[src/design/twu_pkg.sv]
package twu_pkg;

  localparam logic [7:0] FEND     = 8'hC0;
  localparam logic [7:0] FESC     = 8'hDB;
  localparam logic [7:0] FESC_END = 8'hDC;
  localparam logic [7:0] FESC_ESC = 8'hDD;

  localparam logic [15:0] CRC_INIT = 16'hFFFF;
  localparam logic [15:0] CRC_POLY = 16'h1021;

  localparam int LEN_W = 12;

  // configuration register indexes
  localparam logic [1:0] CFG_PACKET_TYPE   = 2'd0;
  localparam logic [1:0] CFG_RELIABLE_FLAG = 2'd1;
  localparam logic [1:0] CFG_SEQUENCE_SEED = 2'd2;

  // input commands
  localparam logic CMD_START = 1'b0;
  localparam logic CMD_DATA  = 1'b1;

  // work entry passed from the front end to the byte engine
  typedef struct packed {
    logic            start;  // header entry: SOF plus four header bytes
    logic            close;  // append crc and EOF after the body
    logic [3:0][7:0] bytes;  // header bytes, or the data byte in slot 0
  } twu_entry_t;

  function automatic logic [15:0] crc_byte(input logic [15:0] crc, input logic [7:0] b);
    logic [15:0] c;
    c = crc ^ {b, 8'h00};
    for (int k = 0; k < 8; k++) begin
      c = c[15] ? ((c << 1) ^ CRC_POLY) : (c << 1);
    end
    return c;
  endfunction

endpackage

[src/design/twu_front.sv]
module twu_front (
  input  logic                 clk,
  input  logic                 rst_n,
  input  logic                 accept,
  input  logic                 cmd,
  input  logic [11:0]          frame_length,
  input  logic [7:0]           data_byte,
  input  logic                 cfg_we,
  input  logic [1:0]           cfg_index,
  input  logic [3:0]           cfg_data,
  output logic                 q_push,
  output twu_pkg::twu_entry_t  q_entry
);
  import twu_pkg::*;

  logic [3:0]       type_r, type_nxt;
  logic             rel_r, rel_nxt;
  logic [2:0]       seq_r, seq_nxt;
  logic             open_r, open_nxt;
  logic [LEN_W-1:0] remain_r, remain_nxt;

  logic [2:0]       seq_inc;
  logic [2:0]       ack_val;
  logic [7:0]       h0, h1, h2, h3;
  logic [LEN_W-1:0] remain_dec;

  assign seq_inc    = seq_r + 3'd1;
  assign ack_val    = seq_inc + 3'd1;
  assign h0         = {rel_r, 1'b1, ack_val, seq_inc};
  assign h1         = {frame_length[3:0], type_r};
  assign h2         = frame_length[11:4];
  assign h3         = 8'(8'd0 - 8'(h0 + h1 + h2));
  assign remain_dec = remain_r - LEN_W'(1);

  always_comb begin
    type_nxt   = type_r;
    rel_nxt    = rel_r;
    seq_nxt    = seq_r;
    open_nxt   = open_r;
    remain_nxt = remain_r;
    q_push     = 1'b0;
    q_entry    = '0;
    if (cfg_we) begin
      unique case (cfg_index)
        CFG_PACKET_TYPE:   type_nxt = cfg_data;
        CFG_RELIABLE_FLAG: rel_nxt  = cfg_data[0];
        CFG_SEQUENCE_SEED: seq_nxt  = cfg_data[2:0];
        default: ;
      endcase
    end
    if (accept) begin
      if (cmd == CMD_START) begin
        seq_nxt       = seq_inc;
        remain_nxt    = frame_length;
        open_nxt      = (frame_length != '0);
        q_push        = 1'b1;
        q_entry.start = 1'b1;
        q_entry.close = (frame_length == '0);
        q_entry.bytes = {h3, h2, h1, h0};
      end else if (open_r) begin
        remain_nxt       = remain_dec;
        open_nxt         = (remain_dec != '0);
        q_push           = 1'b1;
        q_entry.start    = 1'b0;
        q_entry.close    = (remain_dec == '0);
        q_entry.bytes[0] = data_byte;
      end
    end
  end

  always_ff @(posedge clk) begin
    if (!rst_n) begin
      type_r   <= 4'd14;
      rel_r    <= 1'b1;
      seq_r    <= '0;
      open_r   <= 1'b0;
      remain_r <= '0;
    end else begin
      type_r   <= type_nxt;
      rel_r    <= rel_nxt;
      seq_r    <= seq_nxt;
      open_r   <= open_nxt;
      remain_r <= remain_nxt;
    end
  end

endmodule

[src/design/twu_fifo.sv]
module twu_fifo #(
  parameter int DEPTH = 4
) (
  input  logic                 clk,
  input  logic                 rst_n,
  input  logic                 push,
  input  twu_pkg::twu_entry_t  din,
  input  logic                 pop,
  output twu_pkg::twu_entry_t  dout,
  output logic                 full,
  output logic                 nempty
);
  import twu_pkg::*;

  localparam int PTR_W = $clog2(DEPTH);
  localparam int CNT_W = $clog2(DEPTH + 1);

  twu_entry_t       mem_r [DEPTH];
  logic [PTR_W-1:0] wr_r, wr_nxt, rd_r, rd_nxt;
  logic [CNT_W-1:0] cnt_r, cnt_nxt;
  logic             do_push, do_pop;

  assign full    = (cnt_r == CNT_W'(DEPTH));
  assign nempty  = (cnt_r != '0);
  assign do_push = push && !full;
  assign do_pop  = pop && nempty;
  assign dout    = mem_r[rd_r];

  always_comb begin
    wr_nxt  = wr_r;
    rd_nxt  = rd_r;
    cnt_nxt = cnt_r;
    if (do_push) begin
      wr_nxt = (wr_r == PTR_W'(DEPTH - 1)) ? '0 : wr_r + PTR_W'(1);
    end
    if (do_pop) begin
      rd_nxt = (rd_r == PTR_W'(DEPTH - 1)) ? '0 : rd_r + PTR_W'(1);
    end
    if (do_push && !do_pop) begin
      cnt_nxt = cnt_r + CNT_W'(1);
    end else if (do_pop && !do_push) begin
      cnt_nxt = cnt_r - CNT_W'(1);
    end
  end

  always_ff @(posedge clk) begin
    if (do_push) begin
      mem_r[wr_r] <= din;
    end
  end

  always_ff @(posedge clk) begin
    if (!rst_n) begin
      wr_r  <= '0;
      rd_r  <= '0;
      cnt_r <= '0;
    end else begin
      wr_r  <= wr_nxt;
      rd_r  <= rd_nxt;
      cnt_r <= cnt_nxt;
    end
  end

endmodule

[src/design/twu_back.sv]
module twu_back (
  input  logic                 clk,
  input  logic                 rst_n,
  input  logic                 q_nempty,
  input  twu_pkg::twu_entry_t  q_entry,
  output logic                 q_pop,
  output logic                 empty,
  input  logic                 pop,
  output logic [7:0]           out_byte,
  output logic                 out_run_last,
  output logic                 out_frame_end
);
  import twu_pkg::*;

  typedef enum logic [5:0] {
    PH_IDLE   = 6'b000001,
    PH_SOF    = 6'b000010,
    PH_BODY   = 6'b000100,
    PH_CRC_LO = 6'b001000,
    PH_CRC_HI = 6'b010000,
    PH_EOF    = 6'b100000
  } phase_t;

  phase_t     phase_r, phase_nxt;
  twu_entry_t cur_r, cur_nxt;
  logic [1:0] idx_r, idx_nxt;
  logic [15:0] crc_r, crc_nxt;
  logic       esc_r, esc_nxt;
  logic [7:0] esc2_r, esc2_nxt;
  logic       vld_r, vld_nxt;
  logic [7:0] byte_r, byte_nxt;
  logic       last_r, last_nxt;
  logic       fend_r, fend_nxt;

  logic [7:0] tok_byte;
  logic       tok_esc, tok_crc;
  logic       need_esc, tok_done, body_last, entry_final;
  logic       step, emit, load;
  logic [7:0] emit_byte;

  assign empty         = !vld_r;
  assign out_byte      = byte_r;
  assign out_run_last  = last_r;
  assign out_frame_end = fend_r;

  always_comb begin
    tok_byte = FEND;
    tok_esc  = 1'b0;
    tok_crc  = 1'b0;
    unique case (phase_r)
      PH_BODY: begin
        tok_byte = cur_r.bytes[idx_r];
        tok_esc  = 1'b1;
        tok_crc  = 1'b1;
      end
      PH_CRC_LO: begin
        tok_byte = crc_r[7:0];
        tok_esc  = 1'b1;
      end
      PH_CRC_HI: begin
        tok_byte = crc_r[15:8];
        tok_esc  = 1'b1;
      end
      PH_IDLE, PH_SOF, PH_EOF: tok_byte = FEND;
      default: tok_byte = FEND;
    endcase
  end

  assign need_esc    = tok_esc && (tok_byte == FEND || tok_byte == FESC);
  assign tok_done    = esc_r || !need_esc;
  assign emit_byte   = esc_r ? esc2_r : (need_esc ? FESC : tok_byte);
  assign body_last   = (idx_r == (cur_r.start ? 2'd3 : 2'd0));
  assign entry_final = (phase_r == PH_EOF) ||
                       (phase_r == PH_BODY && body_last && !cur_r.close);
  assign step        = !vld_r || pop;
  assign emit        = step && (phase_r != PH_IDLE);
  assign load        = q_nempty &&
                       ((phase_r == PH_IDLE) || (emit && tok_done && entry_final));
  assign q_pop       = load;

  always_comb begin
    phase_nxt = phase_r;
    cur_nxt   = cur_r;
    idx_nxt   = idx_r;
    crc_nxt   = crc_r;
    esc_nxt   = esc_r;
    esc2_nxt  = esc2_r;
    vld_nxt   = vld_r && !pop;
    byte_nxt  = byte_r;
    last_nxt  = last_r;
    fend_nxt  = fend_r;
    if (emit) begin
      vld_nxt  = 1'b1;
      byte_nxt = emit_byte;
      last_nxt = tok_done && entry_final;
      fend_nxt = (phase_r == PH_EOF);
      esc_nxt  = !esc_r && need_esc;
      esc2_nxt = (tok_byte == FEND) ? FESC_END : FESC_ESC;
      if (!esc_r && tok_crc) begin
        crc_nxt = crc_byte(crc_r, tok_byte);
      end
      if (tok_done) begin
        unique case (phase_r)
          PH_SOF: begin
            phase_nxt = PH_BODY;
            idx_nxt   = '0;
          end
          PH_BODY: begin
            if (!body_last) begin
              idx_nxt = idx_r + 2'd1;
            end else if (cur_r.close) begin
              phase_nxt = PH_CRC_LO;
            end else begin
              phase_nxt = PH_IDLE;
            end
          end
          PH_CRC_LO: phase_nxt = PH_CRC_HI;
          PH_CRC_HI: phase_nxt = PH_EOF;
          PH_EOF:    phase_nxt = PH_IDLE;
          default:   phase_nxt = PH_IDLE;
        endcase
      end
    end
    // next entry takes over as soon as the current one hands out its last byte
    if (load) begin
      cur_nxt   = q_entry;
      idx_nxt   = '0;
      phase_nxt = q_entry.start ? PH_SOF : PH_BODY;
      if (q_entry.start) begin
        crc_nxt = CRC_INIT;
      end
    end
  end

  always_ff @(posedge clk) begin
    cur_r  <= cur_nxt;
    esc2_r <= esc2_nxt;
    byte_r <= byte_nxt;
    last_r <= last_nxt;
    fend_r <= fend_nxt;
    idx_r  <= idx_nxt;
  end

  always_ff @(posedge clk) begin
    if (!rst_n) begin
      phase_r <= PH_IDLE;
      crc_r   <= CRC_INIT;
      esc_r   <= 1'b0;
      vld_r   <= 1'b0;
    end else begin
      phase_r <= phase_nxt;
      crc_r   <= crc_nxt;
      esc_r   <= esc_nxt;
      vld_r   <= vld_nxt;
    end
  end

endmodule

[src/design/three_wire_uart_slip_packet_framer.sv]
// three-wire uart packet framer with slip byte stuffing
//
// input queue port: an item is taken on a clock edge with push high and full low.
//   cmd 0 opens a frame of frame_length payload bytes: the sequence number advances
//   and 0xC0 plus the four header bytes go out (plus crc and closing 0xC0 when the
//   length is zero). cmd 1 carries one payload byte; the last one is followed by
//   the crc16 (low byte first) and the closing 0xC0. a payload item with no frame
//   open is taken and dropped. 0xC0 and 0xDB inside a frame go out as DB DC / DB DD
// result queue port: the oldest byte sits on out_byte while empty is low and is
//   taken on an edge with pop high. out_run_last flags the final byte of an item,
//   out_frame_end flags the closing delimiter
// config: cfg_we writes cfg_data into register cfg_index (type, reliable, seed)
// path: with the byte engine idle, an item is written into the entry queue, loaded
//   into the byte engine, and its first byte is then registered onto out_byte
// throughput: while the receiver keeps popping, the byte engine hands out one byte per
//   cycle; an item produces no bytes when it is a dropped payload item and up to
//   fourteen otherwise; the entry queue lets the input side run ahead by FIFO_DEPTH items
// reset (synchronous, rst_n low) clears both queues, the sequence number and the
//   open frame, and loads the register defaults
// when the receiver stalls the output byte holds, the engine waits, and full rises
//   once the entry queue fills
module three_wire_uart_slip_packet_framer #(
  parameter int FIFO_DEPTH = 4
) (
  input  logic        clk,
  input  logic        rst_n,
  // input channel
  input  logic        push,
  output logic        full,
  input  logic        in_cmd,
  input  logic [11:0] in_frame_length,
  input  logic [7:0]  in_data_byte,
  // result channel
  output logic        empty,
  input  logic        pop,
  output logic [7:0]  out_byte,
  output logic        out_run_last,
  output logic        out_frame_end,
  // configuration
  input  logic        cfg_we,
  input  logic [1:0]  cfg_index,
  input  logic [3:0]  cfg_data
);
  import twu_pkg::*;

  logic       accept;
  logic       q_push, q_pop, q_nempty;
  twu_entry_t q_din, q_dout;

  assign accept = push && !full;

  // front end: tracks frame state and turns items into work entries
  twu_front u_front (
    .clk          (clk),
    .rst_n        (rst_n),
    .accept       (accept),
    .cmd          (in_cmd),
    .frame_length (in_frame_length),
    .data_byte    (in_data_byte),
    .cfg_we       (cfg_we),
    .cfg_index    (cfg_index),
    .cfg_data     (cfg_data),
    .q_push       (q_push),
    .q_entry      (q_din)
  );

  // decoupling queue between the two halves
  twu_fifo #(
    .DEPTH (FIFO_DEPTH)
  ) u_fifo (
    .clk    (clk),
    .rst_n  (rst_n),
    .push   (q_push),
    .din    (q_din),
    .pop    (q_pop),
    .dout   (q_dout),
    .full   (full),
    .nempty (q_nempty)
  );

  // byte engine: delimiters, crc, escaping, output register
  twu_back u_back (
    .clk           (clk),
    .rst_n         (rst_n),
    .q_nempty      (q_nempty),
    .q_entry       (q_dout),
    .q_pop         (q_pop),
    .empty         (empty),
    .pop           (pop),
    .out_byte      (out_byte),
    .out_run_last  (out_run_last),
    .out_frame_end (out_frame_end)
  );

endmodule

[config.mk]
export PLATFORM = sky130hd
export DESIGN_NAME = three_wire_uart_slip_packet_framer
export DESIGN_NICKNAME = d
export VERILOG_FILES = /design/src/design/twu_pkg.sv /design/src/design/twu_front.sv /design/src/design/twu_fifo.sv /design/src/design/twu_back.sv /design/src/design/three_wire_uart_slip_packet_framer.sv
export SDC_FILE = /design/constraint.sdc
export NUM_CORES = 1
export LEC_CHECK = 0
export BUFFER_PORTS_ARGS = -buffer_cell sky130_fd_sc_hd__buf_2
export CAP_MARGIN = 20
export CORE_AREA = 3 3 167 169
export CTS_BUF_LIST = sky130_fd_sc_hd__clkbuf_4 sky130_fd_sc_hd__clkbuf_8
export CTS_CLUSTER_DIAMETER = 60
export DETAILED_ROUTE_END_ITERATION = 7
export DIE_AREA = 0 0 170 172
export GPL_TIMING_DRIVEN = 0
export PLACE_DENSITY = 0.65
export REMOVE_ABC_BUFFERS = 1
export SLEW_MARGIN = 40
export SYNTH_ARGS = -nofsm -noshare
export SYNTH_HDL_FRONTEND = slang
export SYNTH_SLANG_ARGS = --single-unit
[constraint.sdc]
create_clock -name clk -period 4.6 [get_ports clk]
set_input_delay 0.23 -clock clk [delete_from_list [all_inputs] [get_ports clk]]
set_output_delay 0.23 -clock clk [all_outputs]
set_load 0.01 [all_outputs]
==> results of run 1 <==
==> cells in the final DEF, fill, tap and decap left out, types with 8 or more instances in the layout <==
cell type  instances
edfxtp_1         181
nor2_1            56
dfxtp_1           53
nand2_1           45
buf_2             45
mux4_2            42
clkbuf_8          40
a21oi_1           35
inv_1             35
xnor2_1           32
ha_1              25
o21ai_0           23
nand3_1           14
clkinv_1          13
o211ai_1          12
a211oi_1          11
and2_1            11
clkbuf_4          10
mux2i_1            9
a21o_1             9
nor3_1             8
==> final cells by class <==
type | count | area, um^2
Inverter | 37 | 139
Multi-Input combinational cell | 453 | 3800
Sequential cell | 237 | 6570
Fill cell | 2386 | 14700
Clock buffer | 49 | 618
Clock inverter | 20 | 93.8
Timing Repair Buffer | 57 | 373
Tap cell | 341 | 427
==> per-layer routing <==
metal  part of all wire  vias to the layer above  routed length, um
met5                  0                        -                  0
met1               0.45                     3185               9660
met3              0.059                       37               1270
li1                   -                     3026                  -
met4              0.020                        0                440
met2               0.47                      189              10200
==> power groups by stage <==
stage	logic, W	registers, W	clock network [W]
floorplan	0.00111	0.00302	0
global placement	0.00150	0.00308	0
detailed placement	0.00162	0.00305	0
CTS	0.00164	0.00301	0.00175
global route	0.00180	0.00304	0.00185
finish	0.00162	0.00300	0.00170
==> through the flow <==
stage               power, W  area (um^2)  cells   util
finish               0.00632        12000   1194  0.450
global route         0.00669        12000   1194  0.450
floorplan            0.00413        10500    727      -
CTS                  0.00640        12000   1193  0.449
global placement     0.00457        11100   1111  0.415
detailed placement   0.00467        11200   1117  0.420
==> flip-flops by register name, summed over array words and instances, names as in the netlist, 3 cells and up, named ones only <==
register and cells:
u_fifo.cnt_r 3, u_front.seq_r 3, u_front.remain_r 12, u_back.phase_r 6, u_back.cur_r 34, u_back.out_byte 8, u_fifo.mem_r 136, u_back.crc_r 16
u_front.type_r 4
==> what timing repair did <==
item / in CTS / in global routing
endpoints found under the hold margin: 6 / 0
hold buffers: 7 / 0
gates resized for setup: 0 / 0
==> critical path: stages, from the launching register on <==
cell and delay (ns):
dfxtp_1 0.83, mux4_2 0.46, and3_1 0.20, a221o_1 0.34, or4_4 0.59, a2111oi_4 0.37, clkbuf_4 0.30, nor2_4 0.10
inv_1 0.10, ha_1 0.21, fa_1 0.20, xnor2_1 0.08, or3_1 0.31, a21oi_1 0.14
==> logic make-up after synthesis <==
family / count (synthesis) / share of synthesized area
mux: 53 / 0.0996
fa+ha+maj: 32 / 0.0426
compound gates: 133 / 0.0882
flops: 237 / 0.617
xor+xnor: 39 / 0.0321
buf+inv: 75 / 0.0284
simple gates: 196 / 0.0920
==> worst paths after layout <==
kind,start,to,cells after the start
setup / recovery,u_back.idx_r[1],u_fifo.cnt_r[2],13
hold / removal,rst_n,u_front.type_r[3],2
setup reg to reg,u_back.idx_r[1],u_fifo.cnt_r[2],13
hold reg to reg,u_front.remain_r[1],u_front.remain_r[1],2
==> run summary, run 1 <==
Run status: finished clean
Synthesis-stage register bit count: 237
Mapped Cells: 765
Fmax: 232 MHz
Setup Buffers After CTS: 0
Die width: 170 um
Chip Height: 172 um
Critical path peak fanout: 14
Clk_lat worst skew: 0.54 ns
DR iter-0 viols: 477
Area delta synth->final: 13.1%
Warnings, synthesis: 0
Setup repair after global routing missed its margin: false
Final setup viols: 0
First-pass GRT wire length: 35300 um
Sequential power share: 0.475
Avg WL per Cell: 18.1 um
CTS tree: yes
Final slew viol count: 0
CTS Buf Count: 40
Setup TNS: 0 ns
Largest area contributor in the netlist: edfxtp_1
Largest net degree at the start of global routing: 35
Starting Density: 0.398
Post-layout min period: 4.31 ns
Sw Share: 0.304
Clock Path Buffers: 3
Combinational power share: 0.256
Worst EP required: 5.06 ns
I/O pins: 44
Nets@finish: 890
HPWL after detailed placement: 13800 um
Worst-path clk slew: 0.06 ns
All-Layer GR Usage: 0.153
Crit path launch type: flop
Critical Path AT: 4.77 ns
Place WS: 0.101 ns
MaxCap Viol Count: 0
Synth async-reset ratio: 0
Top_reg_cell synth: edfxtp_1
Most frequent cell after synthesis: edfxtp_1
P_leak: 4.30 nW
Grt met1 use: 0.215
Vias per inst: 5.39
Power per Cell Area: 525 mW/mm^2
Worst Max-Slew Pin Slew: 0.785 ns
Overflow left after global routing: 0
Commonest cells in the netlist: 181 x edfxtp_1, 57 x nor2_1, 56 x dfxtp_1
DRT antenna net count: 0
R2R Setup Slk: 0.29 ns
Crit path capture type: flop
Number of global-route vias before repair: 6476
Clock share of power: 0.270
Yosys top cell area share: 0.512
Ant. Diodes: 0
Fin. Hold Viols: 0
CTS H-tree depth: 2
Total routed wirelength: 21600 um
Syn avg cell area: 13.9 um^2
Detailed-route via count: 6437
Antenna violations before repair: 0
Met2 Track Usage GR: 0.248
Worst hold slack: 0.0562 ns
Layout cells sized above 1: 0.209
Largest cells by area after synthesis: edfxtp_1 51%, dfxtp_1 11%, mux4_2 8.9%
Setup ws final: 0.286 ns
Register area share after synthesis: 0.617
Max VDD drop: 0.229 mV
Remaining DRCs: 0
Sw Pwr: 0.00192 W
Std cell rows: 60
Synth unique cells: 61
DRT Pass-1 Iters: 5
Busiest layer in global routing: met2
Tcrit/Tclk final: 0.938
Core area: 0.0267 mm^2
Rel. slew slack: 0.476
Sink Count: 237
Met3 Use GR: 0.0265
Critical path class: flop to flop
Int Pwr: 0.00439 W
Root Buffer: clkbuf_8
Worst clock skew: 0.0254 ns
Die area: 0.0292 mm^2
Gpl congestion: 0.835
IO Port Bufs: 43
Worst min path class: input port to flop
Synth Cell Area: 0.0106 mm^2
Post-synth EDFFs: 181
(Power assumes the default switching activity.)
==> inputs of run 2 (changes only) <==
--- a/config.mk
+++ b/config.mk
@@ -6,7 +6,7 @@
 export NUM_CORES = 1
 export LEC_CHECK = 0
 export BUFFER_PORTS_ARGS = -buffer_cell sky130_fd_sc_hd__buf_2
-export CAP_MARGIN = 20
+export CAP_MARGIN = 10
 export CORE_AREA = 3 3 167 169
 export CTS_BUF_LIST = sky130_fd_sc_hd__clkbuf_4 sky130_fd_sc_hd__clkbuf_8
 export CTS_CLUSTER_DIAMETER = 60
@@ -14,6 +14,7 @@
 export DIE_AREA = 0 0 170 172
 export GPL_TIMING_DRIVEN = 0
 export PLACE_DENSITY = 0.65
+export RECOVER_POWER = 100
 export REMOVE_ABC_BUFFERS = 1
 export SLEW_MARGIN = 40
 export SYNTH_ARGS = -nofsm -noshare
==> run summary, run 2 (same netlist as run 1, synthesis figures left out) <==
Total routed wirelength: 21800 um
Critical path class: flop to flop
HPWL after detailed placement: 13900 um
Fmax: 236 MHz
Worst reg2reg path depth: 13
P_leak: 4.30 nW
CTS H-tree depth: 2
First-pass GRT wire length: 35400 um
Starting Density: 0.398
Ant. Diodes: 0
Power per Cell Area: 546 mW/mm^2
Number of global-route vias before repair: 6448
Fin. Hold Viols: 0
Sequential power share: 0.455
Chip Height: 172 um
Most frequent cells in the layout: 181 x edfxtp_1, 56 x nor2_1, 53 x dfxtp_1, 45 x nand2_1
Worst Max-Slew Pin Slew: 1.07 ns
Critical path peak fanout: 13
Final setup viols: 0
DRT antenna net count: 0
DP Area: 0.0112 mm^2
CP max stage cell: or4_1
Remaining DRCs: 0
Final core utilization: 0.453
Worst-path clk slew: 0.06 ns
Nets@finish: 893
Top reg by flops: u_fifo.mem_r
R2R Setup Slk: 0.36 ns
Worst Hold End: u_front.type_r[2]
Critical Path Max Stage Delay: 0.65 ns
Min-Delay Path Depth: 2
Non-filler cells, final: 1201
Placed instance count: 1117
Worst min path class: input port to flop
DR iter-0 viols: 498
Detailed-route via count: 6477
All-Layer GR Usage: 0.154
I/O pins: 44
Max VDD drop: 0.274 mV
Antenna violations before repair: 0
Vias per inst: 5.39
Worst EP required: 5.05 ns
Gpl congestion: 0.835
Setup repair after global routing missed its margin: false
Worst reg2reg path startpoint: u_back.idx_r[0]
Final slew viol count: 0
Avg WL per Cell: 18.2 um
MaxCap Viol Count: 0
Int Pwr: 0.00466 W
Max FFs per register: 136
CP bufs+invs: 2
Run status: finished clean
IO Port Bufs: 43
Sw Pwr: 0.00195 W
CTS Buf Count: 40
Tcrit/Tclk final: 0.921
Clock share of power: 0.311
Die width: 170 um
Crit path capture type: flop
Die area: 0.0292 mm^2
CP Cell Sequence: mux4_2, and3_1, a221o_1, or4_1, a2111oi_4, buf_4, nor2_4, inv_1, ha_1, fa_1, xnor2_1, or3_1, a21oi_1
Sink Count: 237
Commonest non-fill, non-tap cell in the layout: edfxtp_1
DRT Pass-1 Iters: 4
Overflow left after global routing: 0
Post-layout min period: 4.24 ns
Combinational power share: 0.234
Sw Share: 0.295
Final standard cell area without fillers: 0.0121 mm^2
Largest net degree at the start of global routing: 35
CTS tree: yes
Critical Path AT: 4.69 ns
Worst clock skew: 0.0176 ns
Root Buffer: clkbuf_8
CP top delay family: simple AND/OR/NAND/NOR gates
Largest regs: u_fifo.mem_r x136, u_back.cur_r x34, u_back.crc_r x16
Total Power: 0.00660 W
Area delta synth->final: 13.8%
Core area: 0.0267 mm^2
Worst hold path startpoint: rst_n
Layout cells sized above 1: 0.188
Clk_lat worst skew: 0.54 ns
Crit path launch type: flop
Rel. slew slack: 0.286
Std cell rows: 60
R2R Path End: u_fifo.cnt_r[2]
Clock Path Buffers: 3
[run 2: power by group through the flow]
| stage | combinational (W) | clock [W] | sequential [W] |
|---|---|---|---|
| after floorplan | 0.00111 | 0 | 0.00302 |
| after global placement | 0.00150 | 0 | 0.00308 |
| after detailed placement | 0.00162 | 0 | 0.00305 |
| after CTS | 0.00164 | 0.00211 | 0.00301 |
| after global routing | 0.00172 | 0.00221 | 0.00305 |
| final | 0.00155 | 0.00205 | 0.00300 |
[run 2: routing by layer]
layer | share of wire | GRT usage | vias up
li1 | - | - | 3038
met1 | 0.46 | 0.214 | 3220
met2 | 0.47 | 0.250 | 185
met3 | 0.055 | 0.0297 | 34
met4 | 0.016 | 0.0416 | 0
met5 | 0 | 0 | -
[run 2: final cells by class]
cell class                      count  area, um^2
Timing Repair Buffer               60         335
Sequential cell                   237        6560
Inverter                           37         139
Fill cell                        2409       14600
Clock inverter                     22         231
Clock buffer                       51         646
Tap cell                          341         427
Multi-Input combinational cell    453        3750
[run 2: how the worst max path moves through the flow]
| stage | end | cells past startpoint | start |
|---|---|---|---|
| after floorplan | u_fifo.cnt_r[2] | 12 | u_back.idx_r[0] |
| after global placement | u_fifo.cnt_r[2] | 12 | u_back.phase_r[4] |
| after detailed placement | u_fifo.cnt_r[2] | 12 | u_back.idx_r[1] |
| after CTS | u_fifo.cnt_r[2] | 12 | u_back.idx_r[1] |
| after global routing | u_fifo.cnt_r[2] | 13 | u_back.idx_r[0] |
| final | u_fifo.cnt_r[2] | 13 | u_back.idx_r[0] |
[run 2: per-stage QoR]
stage | worst slack [ns] | TNS [ns] | hold WS [ns]
6_report | 0.365 | 0 | 0.0454
5_1_grt | 0.137 | 0 | 0.0248
4_1_cts | 0.0659 | 0 | 0.0129
3_5_place_dp | 0.0894 | 0 | 0.467
3_3_place_gp | -2.35 | -51.17 | 0.461
2_1_floorplan | -0.522 | -0.829 | 0.292
[run 2: timing repair]
item | CTS | global route
hold buffers | 7 | 0
gates resized for setup | 0 | 1
endpoints found under the setup margin | 0 | 2
endpoints found under the hold margin | 6 | 0
setup buffers | 0 | 4
